[src/sv/nat_pkg.sv]
package nat_pkg;

	localparam int ADDR_W          = 48;
	localparam int FOUND_W         = 32;
	localparam int COUNT_OUT_W     = 5;
	localparam int OUT_TDATA_W     = ((FOUND_W + ADDR_W + COUNT_OUT_W + 7) / 8) * 8;
	localparam int OUT_TUSER_W     = 4;
	localparam int DEF_MAX_ENTRIES = 16;
	localparam int DEF_PAYLOAD_BITS = 32;

	typedef enum logic [1:0] {
		CMD_STORE  = 2'd0,
		CMD_LOOKUP = 2'd1,
		CMD_FORGET = 2'd2,
		CMD_LIST   = 2'd3
	} cmd_t;

	localparam logic [1:0] ST_OK        = 2'd0;
	localparam logic [1:0] ST_NOT_FOUND = 2'd1;
	localparam logic [1:0] ST_FULL      = 2'd2;

	localparam logic [1:0] CH_NONE    = 2'd0;
	localparam logic [1:0] CH_ADDED   = 2'd1;
	localparam logic [1:0] CH_UPDATED = 2'd2;
	localparam logic [1:0] CH_REMOVED = 2'd3;

	// controller to datapath
	typedef struct packed {
		logic cap;
		logic rd_en;
		logic rd_tail;
		logic idx_inc;
		logic chk;
		logic act;
		logic fwr;
		logic emit;
		logic emit_list;
	} ctrl_cmd_t;

	// datapath to controller
	typedef struct packed {
		cmd_t cmd;
		logic match;
		logic idx_last;
		logic count_zero;
		logic hit;
		logic fwd_move;
		logic out_free;
	} dp_stat_t;

endpackage

[src/sv/nat_datapath.sv]
module nat_datapath #(
	parameter int MAX_ENTRIES  = nat_pkg::DEF_MAX_ENTRIES,
	parameter int PAYLOAD_BITS = nat_pkg::DEF_PAYLOAD_BITS
) (
	input  logic                            clk,
	input  logic                            arst_n,
	input  nat_pkg::ctrl_cmd_t              cmd_i,
	output nat_pkg::dp_stat_t               stat_o,
	input  logic [1:0]                      in_cmd,
	input  logic [nat_pkg::ADDR_W-1:0]      in_addr,
	input  logic [PAYLOAD_BITS-1:0]         in_pay,
	output logic                            m_tvalid,
	input  logic                            m_tready,
	output logic [nat_pkg::OUT_TDATA_W-1:0] m_tdata,
	output logic [nat_pkg::OUT_TUSER_W-1:0] m_tuser,
	output logic                            m_tlast
);

	localparam int CW = $clog2(MAX_ENTRIES + 1);
	localparam int IW = (MAX_ENTRIES > 1) ? $clog2(MAX_ENTRIES) : 1;

	logic [nat_pkg::ADDR_W-1:0] addr_mem [MAX_ENTRIES];
	logic [PAYLOAD_BITS-1:0]    pay_mem  [MAX_ENTRIES];

	logic [CW-1:0]              count_q;
	logic [IW-1:0]              idx_q;
	logic [IW-1:0]              slot_q;
	logic                       hit_q;
	nat_pkg::cmd_t              cmd_q;
	logic [nat_pkg::ADDR_W-1:0] key_q;
	logic [PAYLOAD_BITS-1:0]    pay_q;
	logic [nat_pkg::ADDR_W-1:0] rd_addr_q;
	logic [PAYLOAD_BITS-1:0]    rd_pay_q;

	logic [1:0]                 res_status_q;
	logic [1:0]                 res_change_q;
	logic [nat_pkg::FOUND_W-1:0] res_found_q;

	logic                       m_tvalid_q;
	logic [1:0]                 out_status_q;
	logic [1:0]                 out_change_q;
	logic [nat_pkg::FOUND_W-1:0] out_found_q;
	logic [nat_pkg::ADDR_W-1:0] out_listed_q;
	logic [nat_pkg::COUNT_OUT_W-1:0] out_count_q;
	logic                       out_last_q;

	logic                       full;
	logic                       idx_last;
	logic                       fwd_move;
	logic                       out_free;
	logic                       load;
	logic                       we_addr;
	logic                       we_pay;
	logic [IW-1:0]              wr_idx;
	logic [nat_pkg::ADDR_W-1:0] wr_addr;
	logic [PAYLOAD_BITS-1:0]    wr_pay;
	logic [IW-1:0]              rd_idx;
	logic [63:0]                rd_pay_wide;
	logic [7:0]                 count_wide;

	assign full        = (count_q == CW'(MAX_ENTRIES));
	assign idx_last    = ((CW'(idx_q) + CW'(1)) == count_q);
	assign fwd_move    = hit_q && ((CW'(slot_q) + CW'(1)) != count_q);
	assign out_free    = !m_tvalid_q || m_tready;
	assign load        = cmd_i.emit || cmd_i.emit_list;
	assign rd_idx      = cmd_i.rd_tail ? IW'(count_q - CW'(1)) : idx_q;
	assign rd_pay_wide = 64'(rd_pay_q);
	assign count_wide  = 8'(count_q);

	assign stat_o.cmd        = cmd_q;
	assign stat_o.match      = (rd_addr_q == key_q);
	assign stat_o.idx_last   = idx_last;
	assign stat_o.count_zero = (count_q == '0);
	assign stat_o.hit        = hit_q;
	assign stat_o.fwd_move   = fwd_move;
	assign stat_o.out_free   = out_free;

	// table writes: store in the act step, tail move on forget
	always_comb begin
		we_addr = 1'b0;
		we_pay  = 1'b0;
		wr_idx  = slot_q;
		wr_addr = key_q;
		wr_pay  = pay_q;
		if (cmd_i.fwr) begin
			we_addr = 1'b1;
			we_pay  = 1'b1;
			wr_addr = rd_addr_q;
			wr_pay  = rd_pay_q;
		end else if (cmd_i.act && cmd_q == nat_pkg::CMD_STORE) begin
			if (hit_q) begin
				we_pay = 1'b1;
			end else if (!full) begin
				we_addr = 1'b1;
				we_pay  = 1'b1;
				wr_idx  = IW'(count_q);
			end
		end
	end

	always_ff @(posedge clk) begin
		if (we_addr) begin
			addr_mem[wr_idx] <= wr_addr;
		end
		if (we_pay) begin
			pay_mem[wr_idx] <= wr_pay;
		end
		if (cmd_i.rd_en) begin
			rd_addr_q <= addr_mem[rd_idx];
			rd_pay_q  <= pay_mem[rd_idx];
		end
	end

	always_ff @(posedge clk or negedge arst_n) begin
		if (!arst_n) begin
			count_q    <= '0;
			hit_q      <= 1'b0;
			idx_q      <= '0;
			m_tvalid_q <= 1'b0;
		end else begin
			if (cmd_i.cap) begin
				hit_q <= 1'b0;
				idx_q <= '0;
			end else if (cmd_i.idx_inc) begin
				idx_q <= idx_q + IW'(1);
			end
			if (cmd_i.chk && stat_o.match) begin
				hit_q <= 1'b1;
			end
			if (cmd_i.fwr) begin
				count_q <= count_q - CW'(1);
			end else if (cmd_i.act) begin
				case (cmd_q)
					nat_pkg::CMD_STORE: begin
						if (!hit_q && !full) begin
							count_q <= count_q + CW'(1);
						end
					end
					nat_pkg::CMD_FORGET: begin
						if (hit_q && !fwd_move) begin
							count_q <= count_q - CW'(1);
						end
					end
					default: begin
					end
				endcase
			end
			if (load) begin
				m_tvalid_q <= 1'b1;
			end else if (m_tready) begin
				m_tvalid_q <= 1'b0;
			end
		end
	end

	always_ff @(posedge clk) begin
		if (cmd_i.cap) begin
			cmd_q        <= nat_pkg::cmd_t'(in_cmd);
			key_q        <= in_addr;
			pay_q        <= in_pay;
			res_status_q <= nat_pkg::ST_OK;
			res_change_q <= nat_pkg::CH_NONE;
			res_found_q  <= '0;
		end
		if (cmd_i.chk && stat_o.match) begin
			slot_q <= idx_q;
		end
		if (cmd_i.fwr) begin
			res_change_q <= nat_pkg::CH_REMOVED;
		end else if (cmd_i.act) begin
			case (cmd_q)
				nat_pkg::CMD_STORE: begin
					if (hit_q) begin
						res_change_q <= nat_pkg::CH_UPDATED;
					end else if (full) begin
						res_status_q <= nat_pkg::ST_FULL;
					end else begin
						res_change_q <= nat_pkg::CH_ADDED;
					end
				end
				nat_pkg::CMD_LOOKUP: begin
					if (hit_q) begin
						res_found_q <= rd_pay_wide[nat_pkg::FOUND_W-1:0];
					end else begin
						res_status_q <= nat_pkg::ST_NOT_FOUND;
					end
				end
				nat_pkg::CMD_FORGET: begin
					if (!hit_q) begin
						res_status_q <= nat_pkg::ST_NOT_FOUND;
					end else if (!fwd_move) begin
						res_change_q <= nat_pkg::CH_REMOVED;
					end
				end
				default: begin
				end
			endcase
		end
		if (cmd_i.emit_list) begin
			out_status_q <= nat_pkg::ST_OK;
			out_change_q <= nat_pkg::CH_NONE;
			out_found_q  <= '0;
			out_listed_q <= rd_addr_q;
			out_count_q  <= count_wide[nat_pkg::COUNT_OUT_W-1:0];
			out_last_q   <= idx_last;
		end else if (cmd_i.emit) begin
			out_status_q <= res_status_q;
			out_change_q <= res_change_q;
			out_found_q  <= res_found_q;
			out_listed_q <= '0;
			out_count_q  <= count_wide[nat_pkg::COUNT_OUT_W-1:0];
			out_last_q   <= 1'b1;
		end
	end

	assign m_tvalid = m_tvalid_q;
	assign m_tdata  = {{(nat_pkg::OUT_TDATA_W - nat_pkg::FOUND_W - nat_pkg::ADDR_W
			- nat_pkg::COUNT_OUT_W){1'b0}}, out_count_q, out_listed_q, out_found_q};
	assign m_tuser  = {out_change_q, out_status_q};
	assign m_tlast  = out_last_q;

`ifndef NO_ASSERTIONS
	a_load_free: assert property (@(posedge clk) disable iff (!arst_n)
		load |-> out_free)
		else $error("result loaded over an untaken transfer");

	a_count_max: assert property (@(posedge clk) disable iff (!arst_n)
		count_q <= CW'(MAX_ENTRIES))
		else $error("entry count beyond capacity");

	a_count_step: assert property (@(posedge clk) disable iff (!arst_n)
		count_q == $past(count_q) || count_q == $past(count_q) + CW'(1)
		|| count_q == $past(count_q) - CW'(1))
		else $error("entry count moved by more than one");
`endif

endmodule

[src/sv/nat_ctrl.sv]
module nat_ctrl (
	input  logic               clk,
	input  logic               arst_n,
	input  logic               s_tvalid,
	output logic               s_tready,
	input  logic [1:0]         in_cmd,
	input  nat_pkg::dp_stat_t  stat_i,
	output nat_pkg::ctrl_cmd_t cmd_o
);

	typedef enum logic [3:0] {
		IDLE,
		SRD,
		SCMP,
		ACT,
		FRD,
		FWR,
		EMIT,
		LRD,
		LOUT
	} state_t;

	state_t state_q;
	logic   accept;

	assign s_tready = (state_q == IDLE);
	assign accept   = s_tvalid && s_tready;

	always_comb begin
		cmd_o           = '0;
		cmd_o.cap       = accept;
		case (state_q)
			SRD:  cmd_o.rd_en = 1'b1;
			SCMP: begin
				cmd_o.chk     = 1'b1;
				cmd_o.idx_inc = !stat_i.match && !stat_i.idx_last;
			end
			ACT:  cmd_o.act = 1'b1;
			FRD: begin
				cmd_o.rd_en   = 1'b1;
				cmd_o.rd_tail = 1'b1;
			end
			FWR:  cmd_o.fwr = 1'b1;
			EMIT: cmd_o.emit = stat_i.out_free;
			LRD:  cmd_o.rd_en = 1'b1;
			LOUT: begin
				cmd_o.emit_list = stat_i.out_free;
				cmd_o.idx_inc   = stat_i.out_free && !stat_i.idx_last;
			end
			default: begin
			end
		endcase
	end

	always_ff @(posedge clk or negedge arst_n) begin
		if (!arst_n) begin
			state_q <= IDLE;
		end else begin
			case (state_q)
				IDLE: begin
					if (accept) begin
						if (nat_pkg::cmd_t'(in_cmd) == nat_pkg::CMD_LIST) begin
							state_q <= stat_i.count_zero ? EMIT : LRD;
						end else begin
							state_q <= stat_i.count_zero ? ACT : SRD;
						end
					end
				end
				SRD:  state_q <= SCMP;
				SCMP: begin
					if (stat_i.match || stat_i.idx_last) begin
						state_q <= ACT;
					end else begin
						state_q <= SRD;
					end
				end
				ACT: begin
					// hole below the tail: pull the tail entry into it
					if (stat_i.cmd == nat_pkg::CMD_FORGET && stat_i.hit && stat_i.fwd_move) begin
						state_q <= FRD;
					end else begin
						state_q <= EMIT;
					end
				end
				FRD:  state_q <= FWR;
				FWR:  state_q <= EMIT;
				EMIT: begin
					if (stat_i.out_free) begin
						state_q <= IDLE;
					end
				end
				LRD:  state_q <= LOUT;
				LOUT: begin
					if (stat_i.out_free) begin
						state_q <= stat_i.idx_last ? IDLE : LRD;
					end
				end
				default: state_q <= IDLE;
			endcase
		end
	end

`ifndef NO_ASSERTIONS
	a_one_item: assert property (@(posedge clk) disable iff (!arst_n)
		accept |=> !s_tready)
		else $error("second transfer taken while an item is in work");

	a_emit_done: assert property (@(posedge clk) disable iff (!arst_n)
		cmd_o.emit |=> s_tready)
		else $error("controller not idle after the final result");
`endif

endmodule

[src/sv/node_address_table.sv]
// an input transfer runs a read step and a compare step for each slot scanned, then an act step
// and an emit step (scan stops at the first match); forget with a tail move adds a tail read and a table write
// list: a read step and an output step per entry, set by the single registered read port of the table
// one item in work at a time; s_tready is back in the cycle after the last result is registered
// reset clears the entry count, controller and output valid; table memory is not cleared
module node_address_table #(
	parameter int MAX_ENTRIES  = nat_pkg::DEF_MAX_ENTRIES,
	parameter int PAYLOAD_BITS = nat_pkg::DEF_PAYLOAD_BITS
) (
	input  logic                                            clk,
	input  logic                                            arst_n,
	input  logic                                            s_tvalid,
	output logic                                            s_tready,
	// node_address, node_payload
	input  logic [((nat_pkg::ADDR_W+PAYLOAD_BITS+7)/8)*8-1:0] s_tdata,
	// cmd
	input  logic [1:0]                                      s_tuser,
	output logic                                            m_tvalid,
	input  logic                                            m_tready,
	// found_payload, listed_address, entry_count
	output logic [nat_pkg::OUT_TDATA_W-1:0]                 m_tdata,
	// status, change_kind
	output logic [nat_pkg::OUT_TUSER_W-1:0]                 m_tuser,
	output logic                                            m_tlast
);

	nat_pkg::ctrl_cmd_t ctrl_cmd;
	nat_pkg::dp_stat_t  dp_stat;

	nat_ctrl u_ctrl (
		.clk      (clk),
		.arst_n   (arst_n),
		.s_tvalid (s_tvalid),
		.s_tready (s_tready),
		.in_cmd   (s_tuser),
		.stat_i   (dp_stat),
		.cmd_o    (ctrl_cmd)
	);

	nat_datapath #(
		.MAX_ENTRIES  (MAX_ENTRIES),
		.PAYLOAD_BITS (PAYLOAD_BITS)
	) u_datapath (
		.clk      (clk),
		.arst_n   (arst_n),
		.cmd_i    (ctrl_cmd),
		.stat_o   (dp_stat),
		.in_cmd   (s_tuser),
		.in_addr  (s_tdata[nat_pkg::ADDR_W-1:0]),
		.in_pay   (s_tdata[nat_pkg::ADDR_W+PAYLOAD_BITS-1:nat_pkg::ADDR_W]),
		.m_tvalid (m_tvalid),
		.m_tready (m_tready),
		.m_tdata  (m_tdata),
		.m_tuser  (m_tuser),
		.m_tlast  (m_tlast)
	);

endmodule

[config.mk]
export PLATFORM = sky130hd
export DESIGN_NAME = node_address_table
export DESIGN_NICKNAME = d
export VERILOG_FILES = /design/src/sv/nat_pkg.sv /design/src/sv/nat_datapath.sv /design/src/sv/nat_ctrl.sv /design/src/sv/node_address_table.sv
export SDC_FILE = /design/constraint.sdc
export NUM_CORES = 2
export LEC_CHECK = 0
export ABC_CLOCK_PERIOD_IN_PS = 6300
export BUFFER_PORTS_ARGS = -buffer_cell sky130_fd_sc_hd__buf_2
export CAP_MARGIN = 10
export CORE_UTILIZATION = 35
export CTS_CLUSTER_DIAMETER = 30
export CTS_CLUSTER_SIZE = 16
export DETAILED_ROUTE_END_ITERATION = 8
export GPL_TIMING_DRIVEN = 0
export PLACE_DENSITY = 0.5
export SLEW_MARGIN = 20
export SYNTH_ARGS = -nofsm -noshare
export SYNTH_HDL_FRONTEND = slang
export SYNTH_SLANG_ARGS = --single-unit
[constraint.sdc]
create_clock -name clk -period 6.3 [get_ports clk]
set_clock_uncertainty 0.15 [all_clocks]
set_input_delay 1.89 -clock clk [delete_from_list [all_inputs] [get_ports clk]]
set_output_delay 1.89 -clock clk [all_outputs]
set_load 0.01 [all_outputs]
# Yosys cells after proc, flatten, opt, wreduce, memory -nomap -nowiden
# Memory sizes are Yosys's and may differ from the RTL's. A register that Yosys moved wholly into a read port is not among the register bits.
# Index checks and enable logic that the tools add are counted.
# classes
multipliers	0
addsub	5
shifts	0
n_mux	72
order_cmp	0
div_mod_pow	0
eq_ne	20
bitwise_logic	0
reduce_logical	32
# ops
operator	n
two-way mux 32 bit	6
two-way mux 48 bit	3
== test 48 bit	1
two-way mux 4 bit	11
one-hot mux 4 bit (9 select lines)	1
two-way mux 2 bit	15
two-way mux 5 bit	6
two-way mux 1 bit	25
== test 4 x 3 -> 1 bit, second input constant	4
adder 4 x 1 -> 5 bit, second input constant	2
logical AND 1 bit	10
one-hot mux 5 bit (2 select lines)	1
nonzero test 2 bit	5
== test 4 x 2 -> 1 bit, second input constant	2
one-hot mux 2 bit (2 select lines)	2
zero test 1 bit	6
adder 5 x 1 -> 5 bit, second input constant	1
== test 5 bit	1
== test 5 bit, second input constant	1
zero test 5 bit	1
!= test 5 bit	1
subtractor 5 x 1 -> 5 bit, second input constant	1
adder 4 x 1 -> 4 bit, second input constant	1
== test 2 bit, second input constant	2
other kinds (17)	20
# word_totals
out_inout_bits	95
word_cells	149
reg_bits	227
rom_bits	0
input_bits	86
memories	2
mem_bits_rw	1280
latchBits	0
# memory_table
memory	depth	width	read_ports	rd_ports_with_merged_regs	wr	line_no	rtl
u_datapath.addr_mem	16	48	1	1	1	nat_datapath.sv:22	logic [nat_pkg::ADDR_W-1:0] addr_mem [MAX_ENTRIES];
u_datapath.pay_mem	16	32	1	1	1	nat_datapath.sv:23	logic [PAYLOAD_BITS-1:0] pay_mem [MAX_ENTRIES];

# Depth between registers and ports, before layout
# depth
depth_word	9
mapped_depth	11
mapped_depth_nobuf	8

# Modules after synthesis
# From an unflattened synthesis, not the netlist that was laid out.
# hier_totals
cells_unflattened	4981
area_unflattened_um2	65674.2
# modules_own_cells
module	cells_each	seq_area_each_um2	area_each_um2	n_inst
nat_datapath	4925	46759.8	65235.1	1
nat_ctrl	56	100.1	439.2	1

# Worst setup path after synthesis
# OpenSTA, ideal clock, no wires.
# synth_path
kind	reg-to-reg
startpoint	register u_ctrl.state_q[1]
endpoint	register u_datapath.rd_addr_q[0] in the netlist's numbering, read port of u_datapath.addr_mem (enable)
slack_ns	1.323
required_ns	5.631
setup_time_ns	0.519
synth_period_minus_slack_ns	4.977
n_path_buf	2
path_stages_with_launch	6
t_arrival_ns	4.308
cell_sequence	dfrtp_1 -> buf_2 -> buf_1 -> xnor2_1 -> a21oi_1 -> nor2_1
# synth_lines
element	line_no	rtl
from (decl)	nat_ctrl.sv:23	state_t state_q;
from (signal assigned)	nat_ctrl.sv:63	state_q <= stat_i.count_zero ? EMIT : LRD;
from (signal assigned)	nat_ctrl.sv:65	state_q <= stat_i.count_zero ? ACT : SRD;
from (signal assigned)	nat_ctrl.sv:95	state_q <= stat_i.idx_last ? IDLE : LRD;
to (decl)	nat_datapath.sv:32	logic [nat_pkg::ADDR_W-1:0] rd_addr_q;

# Worst setup path after layout
# layout_path
startpoint	register u_datapath.count_q[0]
endpoint	register u_datapath.rd_addr_q[8] in the netlist's numbering, read port of u_datapath.addr_mem (data pin)
# layout_between
elab_chain_cells	2
# layout_rtl
element	line_no	rtl
from (decl)	nat_datapath.sv:25	logic [CW-1:0] count_q;
from (signal assigned)	nat_datapath.sv:131	count_q <= count_q - CW'(1);
from (signal assigned)	nat_datapath.sv:136	count_q <= count_q + CW'(1);
from (signal assigned)	nat_datapath.sv:141	count_q <= count_q - CW'(1);
subtractor 5 x 1 -> 5 bit	nat_datapath.sv:66	assign rd_idx = cmd_i.rd_tail ? IW'(count_q - CW'(1)) : idx_q;
two-way mux 4 bit	nat_datapath.sv:66	
# Every way passes these cells.
# A chain may end at the register's enable or synchronous reset.

==> impl_metrics.tcl <==
set metrics [dict create \
    status "completed" \
    yosys_most_used_dff "edfxtp_1" \
    tns_ns 0 \
    ys_types 61 \
    n_fill_cell 14600 \
    vias 32800 \
    relSlewSlack_pct 22.4 \
    layoutNonFillerInstCount 6339 \
    start_kind "flop" \
    grt_max_degree 52 \
    clockBufferDepth 4 \
    wire_per_inst_um 27.1 \
    route.detailed.drc 0 \
    setup_viol 0 \
    clock_latency_ns 0.94 \
    yosysWarnings 0 \
    grt_pass1_vias 33400 \
    fp.dieW_um 418 \
    first_iter_violations 3196 \
    cts_resized 0 \
    grt_first_pass_wirelength_um 244000 \
    rsz0062_at_grt "no" \
    viasPerCell 5.17 \
    end_kind "flop" \
    htree_levels 5 \
    cts_tree "built" \
    synth_seq_cells 1587 \
    grt.overflow.total 0 \
    fin_crit_sh_pct 81.4 \
    crit_arrival_ns 5.62 \
    tightest_slew_ns 1.16 \
    drive_above_1_share_pct 31.2 \
    rows 152 \
    die-area_um2 174000 \
    synthArstFlopShare_pct 0.945 \
    io_buffer_count 177 \
    cts.hold.buffers_added 0 \
    syn_area_per_cell_um2 19.5 \
    cts_sinks 1587 \
    drv_cap 0 \
    syn_to_final_growth_pct 31.0 \
    final_nets 3834 \
    ant_nets 0 \
    syn_area_um2 60400 \
    hold_class "flop to flop" \
    power.density_nw_per_um2 530 \
    ios 181 \
    track_usage_pct 19.7 \
    vdd_ir_drop_max_mv 0.255 \
    fp.coreArea_um2 172000 \
    cts_made_buffers 370 \
    cts.clk_slew.worst_paths_ns 0.05 \
    crit_fanout 10 \
    grt_antenna_before_repair 3 \
    place_inst 5677 \
    cts_root_buffer "clkbuf_16" \
    required_ns 6.79 \
    synth_cells 3103 \
    drt_first_pass_iters 5 \
    place_congestion 0.772 \
    max_freq_mhz 195 \
    synth_seq_area_share_pct 77.5 \
    wirelength_um 172000 \
    dp_hpwl_um 114000 \
    hold_viol 0 \
    die_h_um 418 \
    synth_edf_count 1500 \
    post-cts-setup-buffer-count 0 \
    start_util_pct 35.2 \
    p_leak_nw 27.2 \
    fin_crit_ns 5.13 \
    maxSlewViolCount 0 \
    path_class "flop to flop" \
]
==> flip-flops by register name, summed over array words and instances (netlist names), 32 cells and up <==
register                 count
u_datapath.addr_mem        768
u_datapath.key_q            48
u_datapath.out_found_q      32
u_datapath.out_listed_q     48
u_datapath.pay_mem         512
u_datapath.pay_q            32
u_datapath.rd_addr_q        48
u_datapath.rd_pay_q         32
u_datapath.res_found_q      32
==> worst max-delay path, stage by stage, from the launching register on <==
cell      delay (ns)
dfrtp_1         0.42
clkbuf_1        0.38
inv_1           0.29
ha_1            0.30
xor2_1          0.17
mux2i_4         0.55
clkbuf_1        0.89
buf_1           0.89
mux4_2          0.41
a22oi_1         0.22
nand2_1         0.18
==> cell families (layout without fill, tap and decap cells) <==
| logic type | count (synthesis) | count (layout) | synth area share (%) |
|---|---|---|---|
| flops | 1587 | 1587 | 77.5 |
| simple gates | 637 | 637 | 4.56 |
| mux | 329 | 329 | 12.0 |
| compound gates | 294 | 294 | 3.40 |
| buf+inv | 183 | 1105 | 1.42 |
| xor+xnor | 63 | 63 | 0.913 |
| fa+ha+maj | 9 | 9 | 0.186 |
| other cells | 1 | 5 | 0.00620 |
==> cell usage after synthesis, drive strengths merged, types with 2 or more instances <==
cell | count | area share, %
nor2b | 7 | 0.072
a211o | 2 | 0.029
dfrtp | 15 | 0.62
nand3 | 17 | 0.14
inv | 13 | 0.081
ha | 9 | 0.19
xnor2 | 57 | 0.83
o22ai | 6 | 0.062
o21ai | 15 | 0.12
buf | 68 | 0.70
mux2i | 12 | 0.20
o31ai | 4 | 0.050
or3 | 3 | 0.031
a22oi | 161 | 2.0
clkbuf | 102 | 0.63
nor3 | 21 | 0.17
mux4 | 316 | 12
nor4 | 5 | 0.052
and3 | 6 | 0.062
a32oi | 2 | 0.029
a21oi | 55 | 0.46
nand2 | 417 | 2.6
nor2 | 73 | 0.46
a31oi | 11 | 0.11
nand2b | 3 | 0.031
nor3b | 5 | 0.062
edfxtp | 1500 | 75
xor2 | 6 | 0.087
nand4 | 20 | 0.21
dfxtp | 72 | 2.4
a21o | 2 | 0.025
nand3b | 2 | 0.025
o21a | 2 | 0.025
a22o | 21 | 0.30
and2 | 51 | 0.53
==> where the power goes <==
group          internal, mW  switching [mW]
combinational          3.41            5.63
sequential             13.3           0.571
clock                  13.3            5.82
==> cell usage in the layout, fill, tap and decap left out, types with 29 or more instances in the layout <==
cell,count
a21oi_1,55
a22oi_1,161
and2_1,51
buf_12,29
buf_16,54
buf_2,204
bufinv_16,56
clkbuf_1,140
clkbuf_16,379
clkinv_1,43
clkinv_2,58
clkinvlp_4,30
dfxtp_1,72
edfxtp_1,1500
mux4_2,316
nand2_1,416
nor2_1,37
nor2_4,33
xnor2_1,57
==> worst paths after layout <==
check / to / slack, ns / cells after the start / from
worst max-delay path: u_datapath.rd_addr_q[8] / 1.17 / 10 / u_datapath.count_q[0]
worst min-delay path: u_datapath.out_count_q[2] / 0.29 / 0 / u_datapath.count_q[2]
worst max register to register: u_datapath.rd_addr_q[8] / 1.17 / 10 / u_datapath.count_q[0]
worst min register to register: u_datapath.out_count_q[2] / 0.29 / 0 / u_datapath.count_q[2]
max in group asynchronous: u_datapath.idx_q[2] / 4.84 / 1 / arst_n
min in group asynchronous: u_datapath.m_tvalid / 0.77 / 1 / arst_n
==> final cells by class <==
| cell class | count | area, um^2 | share of cell area (%) |
|---|---|---|---|
| buffer | 170 | 815 | 1.03 |
| timing repair buffer | 262 | 2980 | 3.76 |
| inverter | 13 | 53.8 | 0.0679 |
| tap | 2310 | 2890 | 3.65 |
| clock inverter | 229 | 2750 | 3.47 |
| clock buffer | 431 | 9760 | 12.3 |
| sequential | 1587 | 46900 | 59.2 |
| multi-input combinational | 1335 | 13100 | 16.5 |
| antenna | 2 | 5.00 | 0.00632 |
==> per-stage QoR <==
stage / total power [mW] / setup WS (ns) / cell area [um^2] / hold WS (ns) / util [%]
final: 42.0 / 1.17 / 79200 / 0.293 / 46.2
after global routing: 43.4 / 1.00 / 79200 / 0.306 / 46.2
after CTS: 42.4 / 1.15 / 79200 / 0.293 / 46.1
after detailed placement: 23.2 / 1.15 / 66600 / 0.292 / 38.9
after global placement: 22.9 / -3.55 / 64200 / 0.291 / 37.4
after floorplan: 19.4 / 1.32 / 60500 / 0.270 / -
==> layer usage <==
metal  track usage [%]  share of wire [%]  vias up  wire (um)
li1                  -                  -    13900          -
met1              26.9                 43    17300      74100
met2              32.1                 49     1227      84100
met3              3.66                5.9      268      10200
met4              5.63                2.1        0       3590
met5                 0                  0        -          0
(Power assumes the default switching activity.)
